[config.mk]
export PLATFORM = sky130hd
export DESIGN_NAME = dn_syntax_checker_top
export DESIGN_NICKNAME = d
export VERILOG_FILES = /design/src/dnsc_pkg.sv /design/src/dnsc_classify.sv /design/src/dnsc_core.sv /design/src/dn_syntax_checker_top.sv
export VERILOG_INCLUDE_DIRS = /design/src /design/src/src
export SDC_FILE = /design/constraint.sdc
export NUM_CORES = 1
export LEC_CHECK = 0
export BUFFER_PORTS_ARGS = -buffer_cell sky130_fd_sc_hd__clkbuf_2
export CAP_MARGIN = 20
export CORE_MARGIN = 4
export CORE_UTILIZATION = 55
export DETAILED_ROUTE_END_ITERATION = 10
export PLACE_DENSITY = 0.77
export SYNTH_ARGS = -nofsm -noshare
export SYNTH_HDL_FRONTEND = slang
export SYNTH_SLANG_ARGS = --single-unit
[constraint.sdc]
create_clock -name clk -period 2.52 [get_ports clk]
set_input_delay 0.252 -clock clk [delete_from_list [all_inputs] [get_ports clk]]
set_output_delay 0.252 -clock clk [all_outputs]
set_load 0.1 [all_outputs]
[src/dn_syntax_checker_top_defines.svh]
// Assertion macros for the DN syntax checker.
// No dependencies. Included by dnsc_core, the module that carries assertions.
`ifndef DN_SYNTAX_CHECKER_TOP_DEFINES_SVH
`define DN_SYNTAX_CHECKER_TOP_DEFINES_SVH

`ifndef SYNTH

// Same-cycle implication.
`define DNSC_ASSERT_IMPL(name, clk, rst_n, ante, cons) \
    name: assert property (@(posedge clk) disable iff (!rst_n) (ante) |-> (cons)) \
        else $error("dnsc assertion failed");

// Next-cycle implication.
`define DNSC_ASSERT_NEXT(name, clk, rst_n, ante, cons) \
    name: assert property (@(posedge clk) disable iff (!rst_n) (ante) |=> (cons)) \
        else $error("dnsc assertion failed");

`else

`define DNSC_ASSERT_IMPL(name, clk, rst_n, ante, cons)
`define DNSC_ASSERT_NEXT(name, clk, rst_n, ante, cons)

`endif

`endif

[src/dnsc_pkg.sv]
// Shared types and character constants for the DN syntax checker.
// No dependencies.
package dnsc_pkg;

    localparam logic [7:0] CH_EQ     = 8'h3D;
    localparam logic [7:0] CH_COMMA  = 8'h2C;
    localparam logic [7:0] CH_BSLASH = 8'h5C;
    localparam logic [7:0] CH_SPACE  = 8'h20;
    localparam logic [7:0] CH_HASH   = 8'h23;
    localparam logic [7:0] CH_DQUOTE = 8'h22;
    localparam logic [7:0] CH_PLUS   = 8'h2B;
    localparam logic [7:0] CH_SEMI   = 8'h3B;
    localparam logic [7:0] CH_LT     = 8'h3C;
    localparam logic [7:0] CH_GT     = 8'h3E;
    localparam logic [7:0] CH_SQUOTE = 8'h27;

    typedef enum logic [1:0] {
        ESC_NONE  = 2'd0,
        ESC_START = 2'd1,
        ESC_HEX   = 2'd2
    } esc_phase_t;

    typedef struct packed {
        logic bslash;
        logic eq;
        logic comma;
        logic special;
        logic hex;
    } char_class_t;

endpackage

[src/dnsc_classify.sv]
// Byte classifier: separators, escape specials and hex digits.
// Depends on dnsc_pkg.
module dnsc_classify
    import dnsc_pkg::*;
(
    input  logic [7:0]  ch,
    output char_class_t cls
);

    always_comb
    begin
        cls.bslash  = (ch == CH_BSLASH);
        cls.eq      = (ch == CH_EQ);
        cls.comma   = (ch == CH_COMMA);
        cls.hex     = ((ch >= 8'h30) && (ch <= 8'h39)) ||
                      ((ch >= 8'h61) && (ch <= 8'h66)) ||
                      ((ch >= 8'h41) && (ch <= 8'h46));
        unique case (ch)
            CH_SPACE, CH_HASH, CH_EQ, CH_DQUOTE, CH_PLUS,
            CH_COMMA, CH_SEMI, CH_LT, CH_GT, CH_SQUOTE:
                cls.special = 1'b1;
            default:
                cls.special = 1'b0;
        endcase
    end

endmodule

[src/dnsc_core.sv]
// Per-string parse state and verdict logic of the DN syntax checker.
// Depends on dnsc_pkg, dnsc_classify and the assertion macro header.
`include "dn_syntax_checker_top_defines.svh"

module dnsc_core
    import dnsc_pkg::*;
(
    input  logic       clk,
    input  logic       rst_n,
    input  logic       fire,
    input  logic [7:0] ch,
    input  logic       last,
    output logic       verdict
);

    char_class_t cls;
    logic        failed_reg, failed_next;
    logic        want_comma_reg, want_comma_next;
    logic        sep_recent_reg, sep_recent_next;
    logic        seen_comma_reg, seen_comma_next;
    esc_phase_t  esc_reg, esc_next;

    dnsc_classify u_classify (
        .ch  (ch),
        .cls (cls)
    );

    // byte consume
    always_comb
    begin
        failed_next     = failed_reg;
        want_comma_next = want_comma_reg;
        sep_recent_next = sep_recent_reg;
        seen_comma_next = seen_comma_reg;
        esc_next        = esc_reg;
        if (!failed_reg)
        begin
            unique case (esc_reg)
                ESC_START:
                begin
                    priority if (cls.bslash || cls.special)
                        esc_next = ESC_NONE;
                    else if (cls.hex)
                        esc_next = ESC_HEX;
                    else
                        failed_next = 1'b1;
                end
                ESC_HEX:
                begin
                    if (cls.hex)
                        esc_next = ESC_NONE;
                    else
                        failed_next = 1'b1;
                end
                default:
                begin
                    esc_next = ESC_NONE;
                    priority if (cls.bslash)
                    begin
                        sep_recent_next = 1'b0;
                        esc_next        = ESC_START;
                    end
                    else if (cls.eq)
                    begin
                        if (sep_recent_reg || want_comma_reg)
                            failed_next = 1'b1;
                        else
                        begin
                            want_comma_next = 1'b1;
                            sep_recent_next = 1'b1;
                        end
                    end
                    else if (cls.comma)
                    begin
                        if (sep_recent_reg || !want_comma_reg)
                            failed_next = 1'b1;
                        else
                        begin
                            want_comma_next = 1'b0;
                            sep_recent_next = 1'b1;
                            seen_comma_next = 1'b1;
                        end
                    end
                    else
                        sep_recent_next = 1'b0;
                end
            endcase
        end
        verdict = !failed_next && (esc_next == ESC_NONE) && !sep_recent_next &&
                  seen_comma_next;
    end

    always_ff @(posedge clk or negedge rst_n)
    begin
        if (!rst_n)
        begin
            failed_reg     <= 1'b0;
            want_comma_reg <= 1'b0;
            sep_recent_reg <= 1'b1;
            seen_comma_reg <= 1'b0;
            esc_reg        <= ESC_NONE;
        end
        else if (fire)
        begin
            if (last)
            begin
                failed_reg     <= 1'b0;
                want_comma_reg <= 1'b0;
                sep_recent_reg <= 1'b1;
                seen_comma_reg <= 1'b0;
                esc_reg        <= ESC_NONE;
            end
            else
            begin
                failed_reg     <= failed_next;
                want_comma_reg <= want_comma_next;
                sep_recent_reg <= sep_recent_next;
                seen_comma_reg <= seen_comma_next;
                esc_reg        <= esc_next;
            end
        end
    end

    // state returns to start-of-string after the final byte
    `DNSC_ASSERT_NEXT(a_reset_after_last, clk, rst_n, fire && last,
        !failed_reg && !want_comma_reg && sep_recent_reg && !seen_comma_reg)
    // comma flag only drops at end of string
    `DNSC_ASSERT_IMPL(a_comma_clear, clk, rst_n, $fell(seen_comma_reg), $past(fire && last))
    // a passing verdict needs a clean, non-failed parse
    `DNSC_ASSERT_IMPL(a_pass_clean, clk, rst_n, fire && verdict,
        !failed_reg && (seen_comma_reg || cls.comma))

endmodule

[src/dn_syntax_checker_top.sv]
// Flow: a byte accepted into the input register is consumed by the core when the stage fires;
// for the final byte the verdict is registered into the verdict register and offered from there.
// Throughput: one byte per cycle; a verdict still waiting stalls only the next final byte.
// Reset: rst_n, asynchronous, clears the input and output valid flags and the parse state.
// Top level of the DN syntax checker: input register, parse core, verdict register.
// Depends on dnsc_pkg and dnsc_core.
module dn_syntax_checker_top
    import dnsc_pkg::*;
(
    input  logic       clk,
    input  logic       rst_n,
    input  logic       in_valid,
    output logic       in_ready,
    input  logic [7:0] ch,
    input  logic       last,
    output logic       out_valid,
    input  logic       out_ready,
    output logic       looks_like_dn
);

    logic       in_valid_reg, in_valid_next;
    logic [7:0] ch_reg;
    logic       last_reg;
    logic       out_valid_reg, out_valid_next;
    logic       looks_like_dn_reg;
    logic       stage_fire;
    logic       verdict;

    assign stage_fire = in_valid_reg && (!last_reg || !out_valid_reg || out_ready);
    assign in_ready   = !in_valid_reg || stage_fire;

    always_comb
    begin
        in_valid_next = in_valid_reg;
        if (in_ready)
            in_valid_next = in_valid;
        out_valid_next = out_valid_reg && !out_ready;
        if (stage_fire && last_reg)
            out_valid_next = 1'b1;
    end

    dnsc_core u_core (
        .clk     (clk),
        .rst_n   (rst_n),
        .fire    (stage_fire),
        .ch      (ch_reg),
        .last    (last_reg),
        .verdict (verdict)
    );

    always_ff @(posedge clk or negedge rst_n)
    begin
        if (!rst_n)
        begin
            in_valid_reg  <= 1'b0;
            out_valid_reg <= 1'b0;
        end
        else
        begin
            in_valid_reg  <= in_valid_next;
            out_valid_reg <= out_valid_next;
        end
    end

    always_ff @(posedge clk)
    begin
        if (in_valid && in_ready)
        begin
            ch_reg   <= ch;
            last_reg <= last;
        end
        if (stage_fire && last_reg)
            looks_like_dn_reg <= verdict;
    end

    assign out_valid     = out_valid_reg;
    assign looks_like_dn = looks_like_dn_reg;

endmodule

==> flow_summary.json <==
{
  "setup_viol": 0,
  "r2r_start": "ch_reg[7]",
  "p_int_w": 0.000435,
  "synthCells": 107,
  "wl_per_cell_um": 14.4,
  "min_path_type": "input port to register",
  "netlist_area_mm2": 0.00113,
  "ys_seq_elements": 18,
  "synth_top_area_share_pct": 26.6,
  "p_leak_nw": 0.476,
  "clkLatencyLatePin_ns": 0.29,
  "grt_overflow_total": 0,
  "crit_type": "register to register",
  "post-route-period-util_pct": 80.8,
  "ir_worst_vdd_v": 0.000432,
  "path_delay_family": "simple AND/OR/NAND/NOR gates",
  "dpl.hpwl_mm": 1.69,
  "grt_pass1_wl_mm": 3.82,
  "cpMaxStageDelayCell": "edfxtp_1",
  "power.density_mw_per_mm2": 481,
  "critPathCapture": "looks_like_dn",
  "fin_worst_skew_ns": 0.00155,
  "setup_ws_ns": 0.484,
  "crit_buf_inv": 0,
  "async_flop_share_pct": 44.4,
  "path_cells": "or3b_1, nor4_4, nor4b_2, o21ai_1, nor4_2",
  "ant_nets": 0,
  "drv_slew": 0,
  "drc": 0,
  "htreeDepth": 1,
  "nNetsFinal": 140,
  "port_buffers": 15,
  "status": "finished, final reports clean",
  "finalCoreUtilization_pct": 64.5,
  "fmax_mhz": 491,
  "worstPathMaxFanout": 5,
  "syn_area_per_cell_um2": 10.5,
  "wirelength_mm": 2.17,
  "worst_setup_path_start_kind": "register",
  "top_level_ports": 16,
  "yosys-top-cells-area": "edfxtp_1, dfrtp_1, nor4b_2",
  "cts-root-buf": "clkbuf_4",
  "relSlewSlack_pct": 64.1,
  "die_area_mm2": 0.00284,
  "vias": 912,
  "end_kind": "register",
  "max-clock-path-buffers": 2,
  "clock_sinks": 18,
  "drtIter0Drc": 25,
  "num_rows": 16,
  "drive_above_1_share_pct": 26.6,
  "area_growth_pct": 12.2,
  "comb_power_share_pct": 16.1,
  "holdPathStages": 1,
  "pre_cts_ws_ns": 0.502,
  "grt_max_degree": 12,
  "r2r_cells": 5,
  "dr.pass1.iters": 4,
  "vias_per_cell": 6.04,
  "syn_nets": 122,
  "cts_buffers": 3,
  "largest_reg_flops": 8,
  "worstPathRequired_ns": 2.65,
  "power.share.sequential_pct": 59.8,
  "dieHeight_um": 53.3,
  "worst_pin_slew_ns": 0.541,
  "grt_usage_pct": 18.8,
  "regToRegSetupSlack_ns": 0.48,
  "power_frac_clock_pct": 24.2,
  "synthFlopType": "edfxtp_1",
  "rsz0062_at_grt": "no",
  "die_width_um": 53.3,
  "fin_area_mm2": 0.00127,
  "yosysSeqAreaShare_pct": 44.5,
  "r2r-end": "looks_like_dn",
  "synth.distinct_cells": 49,
  "synth_top_area_cell": "edfxtp_1",
  "path_depth": 5,
  "fin_setup_tns_ns": 0,
  "switching_share_pct": 28.7,
  "fp.coreArea_mm2": 0.00196,
  "cts_setup_buffers": 0,
  "period_needed_ns": 2.04,
  "final_hold_viol_count": 0,
  "path_clk_slew_ns": 0.10,
  "placed_cell_area_mm2": 0.00123,
  "critPathMaxStageDelay_ns": 0.46,
  "crit_start": "ch_reg[7]",
  "initial_core_util_pct": 57.5,
  "cap_violations": 0,
  "ys_warn_count": 0,
  "n_antenna_cell": 0,
  "gp_congestion": 0.832,
  "antenna_found_initial": 0,
  "grt_pass1_vias": 873,
  "cts_tree": "built",
  "arrival_ns": 2.16,
  "synth-edff-count": 10,
  "fillers": 174,
  "switchingPower_w": 0.000175
}
## layer usage
| layer | GRT usage (%) | share of wire [%] | vias up |
|---|---|---|---|
| met5 | 0 | 0 | - |
| met4 | 11.5 | 2.4 | 0 |
| met3 | 1.97 | 4.3 | 5 |
| met2 | 30.6 | 48 | 24 |
| met1 | 23.5 | 45 | 436 |
| li1 | - | - | 447 |
## worst min path at each step
stage,start,to,slack (ns)
CTS,ch[4],ch_reg[4],0.12
global route,ch[7],ch_reg[7],0.11
floorplan,rst_n,in_valid_reg,-0.04
global placement,rst_n,u_core.esc_reg[0],0.10
finish,ch[7],ch_reg[7],0.13
detailed placement,rst_n,u_core.esc_reg[0],0.11
## cells by family after synthesis
| family | after synthesis | synth area share, % |
|---|---|---|
| compound gates | 33 | 21.3 |
| fa+ha+maj | 2 | 2.22 |
| buf+inv | 8 | 2.88 |
| flops | 18 | 44.5 |
| simple gates | 46 | 29.2 |
## timing repair
action	4_1_cts	5_1_grt
hold buffers	1	0
resized for setup	0	0
endpoints found under the hold margin	7	0
## power groups by stage
stage | clock network, W | registers [W] | logic [W]
after global routing | 0.000162 | 0.000368 | 0.000109
after global placement | 0 | 0.000369 | 0.0000937
final | 0.000147 | 0.000364 | 0.0000979
after detailed placement | 0 | 0.000370 | 0.0000974
after floorplan | 0 | 0.000375 | 0.0000628
after CTS | 0.000152 | 0.000364 | 0.0000988
## final cells by class
| cell class | count | area (um2) | share of cell area [%] |
|---|---|---|---|
| Timing Repair Buffer | 16 | 85.1 | 6.72 |
| Tap cell | 27 | 33.8 | 2.67 |
| Clock buffer | 4 | 26.3 | 2.08 |
| Multi-Input combinational cell | 81 | 597 | 47.1 |
| Sequential cell | 18 | 505 | 39.9 |
| Inverter | 5 | 18.8 | 1.48 |
## cell usage after synthesis (all sizes together), types with 2 or more instances
library cell   n
buf            2
a211oi         2
a21oi          4
or3b           2
o211ai         2
edfxtp        10
nor4b          2
dfrtp          7
o22ai          4
nand3b         3
a21o           2
ha             2
and3           3
nand2          5
nor2           6
a31oi          2
nor4           3
a21boi         4
and2           4
nand2b         4
inv            5
nor2b          2
nand3          3
o21ai          6
## per-stage QoR
| step | total power, W | instances | hold slack, ns |
|---|---|---|---|
| 3_5_place_dp | 0.000468 | 146 | 0.108 |
| 2_1_floorplan | 0.000438 | 107 | -0.0436 |
| 3_3_place_gp | 0.000462 | 146 | 0.104 |
| 5_1_grt | 0.000640 | 151 | 0.114 |
| 4_1_cts | 0.000615 | 151 | 0.123 |
| 6_report | 0.000609 | 151 | 0.127 |
## layout by cell type, fill, tap and decap left out, types with 2 or more instances in the layout
master | Yosys | final
nor2b_1 | 2 | 2
clkbuf_2 | 0 | 15
a31oi_1 | 2 | 2
a21oi_1 | 4 | 4
nor2_1 | 6 | 6
and3_1 | 3 | 3
a21boi_0 | 3 | 3
nor4b_2 | 2 | 2
o22ai_1 | 4 | 4
o21ai_1 | 5 | 5
ha_1 | 2 | 2
dfrtp_1 | 7 | 6
nand3_1 | 3 | 3
edfxtp_1 | 10 | 10
and2_1 | 4 | 3
clkbuf_4 | 0 | 3
a21o_1 | 2 | 2
nand3b_1 | 3 | 3
nand2_1 | 5 | 5
inv_1 | 5 | 5
nand2b_1 | 4 | 4
Note: power is estimated with default switching activity, not from simulation.
